### config.mk
export PLATFORM = sky130hd
export DESIGN_NAME = pingpong_rx_read_planner_flat
export DESIGN_NICKNAME = d
export VERILOG_FILES = /design/src/rtl/pprp_pkg.sv /design/src/rtl/pprp_chan_if.sv /design/src/rtl/pingpong_rx_read_planner.sv /design/src/flat_wrapper.sv
export SDC_FILE = /design/constraint.sdc
export NUM_CORES = 1
export LEC_CHECK = 0
export BUFFER_PORTS_ARGS = -buffer_cell sky130_fd_sc_hd__buf_2
export CAP_MARGIN = 0
export CORE_AREA = 2 2 39 41
export DETAILED_ROUTE_END_ITERATION = 10
export DIE_AREA = 0 0 41 43
export HOLD_SLACK_MARGIN = 0.15
export SYNTH_ARGS = -nofsm -noshare
export SYNTH_HDL_FRONTEND = slang
export SYNTH_SLANG_ARGS = --single-unit
### constraint.sdc
create_clock -name clk -period 1.2 [get_ports clk]
set_clock_uncertainty 0.2 [all_clocks]
set_input_delay 0.12 -clock clk [delete_from_list [all_inputs] [get_ports clk]]
set_output_delay 0.12 -clock clk [all_outputs]
set_load 0.005 [all_outputs]
### src/rtl/pprp_pkg.sv
// Shared types and constants for the ping-pong receive read planner.
package pprp_pkg;

  // Half and local buffer geometry, in bytes.
  localparam int HALF_BYTES  = 8192;
  localparam int LOCAL_BYTES = 4096;
  localparam int CYCLE_BYTES = 2 * HALF_BYTES;

  // Read offset width and width of a clamped read length.
  localparam int OFF_W = $clog2(CYCLE_BYTES);
  localparam int CNT_W = $clog2(LOCAL_BYTES + 1);

  // Field widths of the receiver register words.
  localparam int PTR_W  = 15;
  localparam int LEN_W  = 14;
  localparam int ADDR_W = 14;
  localparam int MODE_W = 2;

  // Receiver state codes.
  localparam logic [MODE_W-1:0] MODE_IDLE     = 2'd0;
  localparam logic [MODE_W-1:0] MODE_LISTEN   = 2'd1;
  localparam logic [MODE_W-1:0] MODE_OVERFLOW = 2'd2;

  // One snapshot of the receiver registers.
  typedef struct packed {
    logic [PTR_W-1:0]  rx_ptr;
    logic [LEN_W-1:0]  rx_len;
    logic [PTR_W-1:0]  alt_ptr;
    logic [LEN_W-1:0]  alt_len;
    logic [MODE_W-1:0] rx_mode;
  } rx_snap_t;

  // One read plan with the register words to write back.
  typedef struct packed {
    logic [ADDR_W-1:0] first_read_addr;
    logic [LEN_W-1:0]  first_read_len;
    logic [ADDR_W-1:0] second_read_addr;
    logic [LEN_W-1:0]  second_read_len;
    logic              rewrite_all;
    logic              rewrite_alt;
    logic              link_alive;
    logic [PTR_W-1:0]  new_ptr;
    logic [LEN_W-1:0]  new_len;
    logic [PTR_W-1:0]  new_alt_ptr;
    logic [LEN_W-1:0]  new_alt_len;
    logic [MODE_W-1:0] new_mode;
  } rd_plan_t;

endpackage

### src/rtl/pprp_chan_if.sv
// Valid/ready channel carrying one word of a given payload type.
interface pprp_chan_if #(
  parameter type T = logic
) ();
  logic valid;
  logic ready;
  T     data;

  modport source (output valid, output data, input ready);
  modport sink   (input valid, input data, output ready);
endinterface

### src/rtl/pingpong_rx_read_planner.sv
// Top level of the ping-pong receive read planner.
//
// The planner sits on the consumer side of a receive memory split into two
// halves of HALF_BYTES each. Every word taken on the snap channel is one
// snapshot of the receiver's pointer, length, alternate pointer, alternate
// length and state; for each snapshot exactly one word leaves on the plan
// channel. That word describes up to two reads, the first in the half that
// holds the block's own read offset and the second from the base of the
// opposite half once the receiver has flipped, together clamped to
// LOCAL_BYTES, and the register words the driver should write back. The read
// offset advances by the total planned and wraps at twice HALF_BYTES. A
// snapshot in the idle state clears the offset and asks for a full
// initialisation of both halves; once nothing unread remains, an overflow
// snapshot asks for a flip to the free half and otherwise the alternate
// half is re-armed if none is armed. The block accepts one word every clock
// cycle while the plan channel does not stall it. A word is held in the
// input register and the plan is computed in a single pass from there into
// the result register, from which it is offered on the plan channel. The
// input register refills while a finished plan waits to be taken, and
// back-pressure from the plan channel stalls only the words behind it.
// There is no start-up sweep: the planner is ready straight after reset.
module pingpong_rx_read_planner
  import pprp_pkg::*;
(
  input  logic         clk,
  input  logic         rst,
  pprp_chan_if.sink    snap,
  pprp_chan_if.source  plan
);

  // Input register.
  rx_snap_t snap_q;
  logic     snap_vld;

  // Result register.
  rd_plan_t plan_q;
  logic     plan_vld;

  // Consumed bytes, modulo twice the half size.
  logic [OFF_W-1:0] read_offset;
  logic [OFF_W-1:0] read_offset_next;

  rd_plan_t plan_next;

  // The held snapshot moves on whenever the result register is free or
  // is being emptied in this cycle.
  logic advance;
  assign advance    = snap_vld && (!plan_vld || plan.ready);
  assign snap.ready = !snap_vld || advance;

  assign plan.valid = plan_vld;
  assign plan.data  = plan_q;

  // Planning logic.
  logic [PTR_W:0]   end_p;
  logic [PTR_W:0]   end_a;
  logic             rh;
  logic [OFF_W-1:0] rho;
  logic [31:0]      rbase;
  logic [31:0]      obase;
  logic [31:0]      rl_raw;
  logic [31:0]      rf_raw;
  logic [32:0]      raw_sum;
  logic [CNT_W-1:0] rl;
  logic [CNT_W-1:0] rf;
  logic [CNT_W:0]   total;
  logic [OFF_W:0]   off_sum;
  logic             unread;
  logic [PTR_W-1:0] nbase;

  always_comb begin
    end_p = {1'b0, snap_q.rx_ptr} + (PTR_W + 1)'(snap_q.rx_len);
    end_a = {1'b0, snap_q.alt_ptr} + (PTR_W + 1)'(snap_q.alt_len);

    // Which half the offset lies in, and the offset within it.
    rh    = read_offset >= OFF_W'(HALF_BYTES);
    rho   = rh ? (read_offset - OFF_W'(HALF_BYTES)) : read_offset;
    rbase = rh ? 32'(HALF_BYTES) : 32'd0;
    obase = rh ? 32'd0 : 32'(HALF_BYTES);

    // With no alternate half armed the receiver has flipped: the rest of
    // this half is unread and the opposite half holds data up to the
    // pointer. Otherwise the data end at the pointer in this half.
    // Everything wraps at 32 bits so that inconsistent snapshots still
    // give a defined, clamped plan.
    if (end_a == '0) begin
      rl_raw = 32'(HALF_BYTES) - 32'(rho);
      rf_raw = 32'(snap_q.rx_ptr) - obase;
    end else begin
      rl_raw = 32'(snap_q.rx_ptr) - rbase - 32'(rho);
      rf_raw = 32'd0;
    end
    raw_sum = {1'b0, rl_raw} + {1'b0, rf_raw};

    // Clamp the two reads to the local buffer, the first read first.
    if (rl_raw > 32'(LOCAL_BYTES)) begin
      rl = CNT_W'(LOCAL_BYTES);
      rf = '0;
    end else if (raw_sum > 33'(LOCAL_BYTES)) begin
      rl = CNT_W'(rl_raw);
      rf = CNT_W'(32'(LOCAL_BYTES) - rl_raw);
    end else begin
      rl = CNT_W'(rl_raw);
      rf = CNT_W'(rf_raw);
    end

    // The total never exceeds the local buffer, which is smaller than the
    // ring, so one conditional subtraction does the wrap.
    total   = (CNT_W + 1)'(rl) + (CNT_W + 1)'(rf);
    off_sum = (OFF_W + 1)'(read_offset) + (OFF_W + 1)'(total);
    if (off_sum >= (OFF_W + 1)'(CYCLE_BYTES)) begin
      read_offset_next = OFF_W'(off_sum - (OFF_W + 1)'(CYCLE_BYTES));
    end else begin
      read_offset_next = OFF_W'(off_sum);
    end

    // Data are still unread when the receiver fills the half opposite the one
    // that the offset now points into.
    unread = (read_offset_next <  OFF_W'(HALF_BYTES) && end_p == (PTR_W + 1)'(CYCLE_BYTES))
          || (read_offset_next >= OFF_W'(HALF_BYTES) && end_p == (PTR_W + 1)'(HALF_BYTES));
    nbase  = (end_p == (PTR_W + 1)'(CYCLE_BYTES)) ? '0 : PTR_W'(HALF_BYTES);

    plan_next.first_read_addr  = ADDR_W'(read_offset);
    plan_next.first_read_len   = LEN_W'(rl);
    plan_next.second_read_addr = ADDR_W'(obase);
    plan_next.second_read_len  = LEN_W'(rf);
    plan_next.rewrite_all      = 1'b0;
    plan_next.rewrite_alt      = 1'b0;
    plan_next.link_alive       = 1'b1;
    plan_next.new_ptr          = snap_q.rx_ptr;
    plan_next.new_len          = snap_q.rx_len;
    plan_next.new_alt_ptr      = snap_q.alt_ptr;
    plan_next.new_alt_len      = snap_q.alt_len;
    plan_next.new_mode         = snap_q.rx_mode;

    if (!unread) begin
      if (snap_q.rx_mode == MODE_OVERFLOW) begin
        // Recover by flipping to the free half with nothing armed behind it.
        plan_next.new_ptr     = nbase;
        plan_next.new_len     = LEN_W'(HALF_BYTES);
        plan_next.new_alt_ptr = '0;
        plan_next.new_alt_len = '0;
        plan_next.new_mode    = MODE_LISTEN;
        plan_next.rewrite_all = 1'b1;
      end else if (end_a == '0) begin
        // Re-arm the alternate half.
        plan_next.new_alt_ptr = nbase;
        plan_next.new_alt_len = LEN_W'(HALF_BYTES);
        plan_next.rewrite_alt = 1'b1;
      end
    end

    // Idle: initialise both halves and start reading from the beginning.
    if (snap_q.rx_mode == MODE_IDLE) begin
      read_offset_next           = '0;
      plan_next.first_read_addr  = '0;
      plan_next.first_read_len   = '0;
      plan_next.second_read_addr = '0;
      plan_next.second_read_len  = '0;
      plan_next.rewrite_all      = 1'b1;
      plan_next.rewrite_alt      = 1'b0;
      plan_next.link_alive       = 1'b0;
      plan_next.new_ptr          = '0;
      plan_next.new_len          = LEN_W'(HALF_BYTES);
      plan_next.new_alt_ptr      = PTR_W'(HALF_BYTES);
      plan_next.new_alt_len      = LEN_W'(HALF_BYTES);
      plan_next.new_mode         = MODE_LISTEN;
    end
  end

  // Control state.
  always_ff @(posedge clk) begin
    if (rst) begin
      snap_vld    <= 1'b0;
      plan_vld    <= 1'b0;
      read_offset <= '0;
    end else begin
      if (snap.ready) begin
        snap_vld <= snap.valid;
      end
      if (advance) begin
        plan_vld    <= 1'b1;
        read_offset <= read_offset_next;
      end else if (plan.ready) begin
        plan_vld <= 1'b0;
      end
    end
  end

  // Payload registers.
  always_ff @(posedge clk) begin
    if (snap.ready && snap.valid) begin
      snap_q <= snap.data;
    end
    if (advance) begin
      plan_q <= plan_next;
    end
  end

endmodule
### src/flat_wrapper.sv
// flat-port wrapper written by rule: the top's interface ports become plain ports
module pingpong_rx_read_planner_flat import pprp_pkg::*;
  (clk, rst, snap_valid, snap_data, snap_ready, plan_valid, plan_data, plan_ready);
  pprp_chan_if snap_i ();
  pprp_chan_if plan_i ();
  input  logic clk;
  input  logic rst;
  input wire logic [$bits(snap_i.valid)-1:0] snap_valid;
  input wire logic [$bits(snap_i.data)-1:0] snap_data;
  output wire logic [$bits(snap_i.ready)-1:0] snap_ready;
  output wire logic [$bits(plan_i.valid)-1:0] plan_valid;
  output wire logic [$bits(plan_i.data)-1:0] plan_data;
  input wire logic [$bits(plan_i.ready)-1:0] plan_ready;
  assign snap_i.valid = snap_valid;
  assign snap_i.data = snap_data;
  assign snap_ready = snap_i.ready;
  assign plan_valid = plan_i.valid;
  assign plan_data = plan_i.data;
  assign plan_i.ready = plan_ready;
  pingpong_rx_read_planner u_core (.clk(clk), .rst(rst), .snap(snap_i), .plan(plan_i));
endmodule
==> flow_metrics.tcl <==
set metrics [dict create \
    fmax_ghz 0.857 \
    hold_path_depth 3 \
    synth-simple-area-share_pct 26.2 \
    power_mw 0.320 \
    syn_inst 11 \
    period_needed_ns 1.17 \
    reg2reg_slack_ns 0.17 \
    tns_ns 0 \
    viasPerCell 2.90 \
    hold_buffers 2 \
    hold_class "primary input to register" \
    die_x_um 41 \
    power_density_nw_per_um2 1290 \
    insertion_delay_ns 0.23 \
    cp-start-kind "register" \
    cts_tree "done" \
    clock_sinks 3 \
    cts.clk_slew.worst_paths_ns 0.04 \
    dr.pass1.iters 1 \
    clockBufferDepth 2 \
    ys_types 9 \
    hold_viol_final 1 \
    grt_max_degree 4 \
    ys_seq_elements 3 \
    p_leak_nw 0.130 \
    dpl_cell_area_um2 186 \
    core-area_um2 1380 \
    synth_top_family_by_area "simple AND/OR/NAND/NOR gates" \
    core.rowCount 14 \
    wl_per_cell_um 6.22 \
    dr_total_vias 119 \
    layout_setup_ws_ns 0.0338 \
    final_cells 41 \
    layout_common_cells "buf_2, clkbuf_4, inv_1, dlygate4sd3_1, buf_4" \
    wl_um 255 \
    gp_congestion 0.456 \
    synth_compound_area_share_pct 10.7 \
    grt_pass1_vias 117 \
    syn_area_um2 129 \
    design_area_um2 248 \
    startpoint "u_core.plan.valid$_SDFFE_PP0P_" \
    violations "hold timing" \
    status "finished with violations" \
    avgSynthCellArea_um2 11.7 \
    ir_worst_vdd_uv 136 \
    r2r-start "u_core.snap_vld$_SDFFE_PP0P_" \
    synth_warnings 0 \
    r2r_cells 1 \
    cts_buffers 3 \
    ios 8 \
    cp.arrival_ns 0.85 \
    dieHeight_um 43 \
    drt_iter0_markers 0 \
    drive_above_1_share_pct 60.0 \
    min_to "u_core.plan.valid$_SDFFE_PP0P_" \
    clockRootBuffer "clkbuf_4" \
    path_max_fanout 2 \
    areaGrowthSynthToFinish_pct 92.2 \
    hold_ws_ns -0.0153 \
    htree_levels 1 \
    required_ns 0.88 \
    synth.net_count 16 \
    end_kind "primary output" \
    post-route-period-util_pct 97.2 \
    drc 0 \
    drtAntennaViolNets 0 \
    grt_pass1_wl_um 400 \
    io_buffers 6 \
    cap_violations 0 \
    antenna_found_initial 0 \
    grt_overflow_total 0 \
    maxSlewViolCount 0 \
    setup_violations 0 \
    timing.rr.end "u_core.plan.data$_SDFFCE_PN1P_" \
    fin_util_pct 17.9 \
    synthXorXnorAreaFrac_pct 0 \
    ys_seq_area_share_pct 54.4 \
    mostFrequentLayoutCell "buf_2" \
    hold_start "plan_ready" \
    dp_slack_ns 0.166 \
    diodes 0 \
    grt_usage_pct 4.01 \
    die_area_um2 1760 \
    final_nets 31 \
    crit_type "register to primary output" \
    synthMuxAreaShare_pct 0 \
    initial_utilization_pct 9.31 \
    synthAdderAreaFrac_pct 0 \
    dp.cells 34 \
]
## worst max-delay path, cell delays in order (launching register included)
cell and delay [ns]:
dfxtp_2 0.31, buf_4 0.11, nand3b_4 0.08, buf_6 0.12
## how the worst max path moves through the flow
| stage | to | slack [ns] | depth (start not counted) |
|---|---|---|---|
| floorplan | u_core.plan.data$_SDFFCE_PN1P_ | 0.12 | 2 |
| global placement | u_core.plan.data$_SDFFCE_PN1P_ | 0.18 | 1 |
| detailed placement | u_core.plan.data$_SDFFCE_PN1P_ | 0.17 | 1 |
| CTS | snap_ready | 0.002 | 3 |
| global route | snap_ready | -0.0003 | 3 |
| finish | snap_ready | 0.03 | 3 |
## repair_timing
action	4_1_cts	5_1_grt
gates resized for setup	1	1
buffers inserted	0	1
hold endpoints to repair	3	2
setup endpoints to repair	1	1
## metal layers
metal	routed length, um	GRT usage, %	share of wire [%]
met3	39	1.57	15
met1	82	3.19	32
met2	133	4.69	52
met5	0	0	0
met4	0	8.00	0
## kinds of logic (layout without fill, tap and decap cells)
group | Yosys count | in the layout
flops | 3 | 3
buf+inv | 2 | 16
other cells | 1 | 1
simple gates | 3 | 3
compound gates | 2 | 2
## state kept, by name, indices dropped and copies added (netlist names)
register,flops
u_core.plan.data,1
u_core.plan.valid,1
u_core.snap_vld,1
## cells in the mapped netlist (all sizes together)
master / count / share of area [%]
a21oi: 2 / 11
dfxtp: 2 / 31
inv: 2 / 5.8
and2: 1 / 5.8
conb: 1 / 2.9
edfxtp: 1 / 23
nand2b: 1 / 4.9
nand3b: 1 / 16
## power by group
group / total (mW) / internal, mW / leakage, nW / switching, mW
logic: 0.0294 / 0.0193 / 0.0889 / 0.0101
registers: 0.115 / 0.112 / 0.0263 / 0.00341
clock network: 0.175 / 0.125 / 0.0150 / 0.0508
total: 0.320 / 0.256 / 0.130 / 0.0643
## final cells by class
class	count	area [um2]
clock buffer	4	26.3
tap	16	20.0
inverter	2	7.51
timing repair buffer	10	71.3
sequential	3	71.3
fill	160	1140
multi-input combinational	6	51.3
No activity file was read; power rests on OpenSTA's default activity.
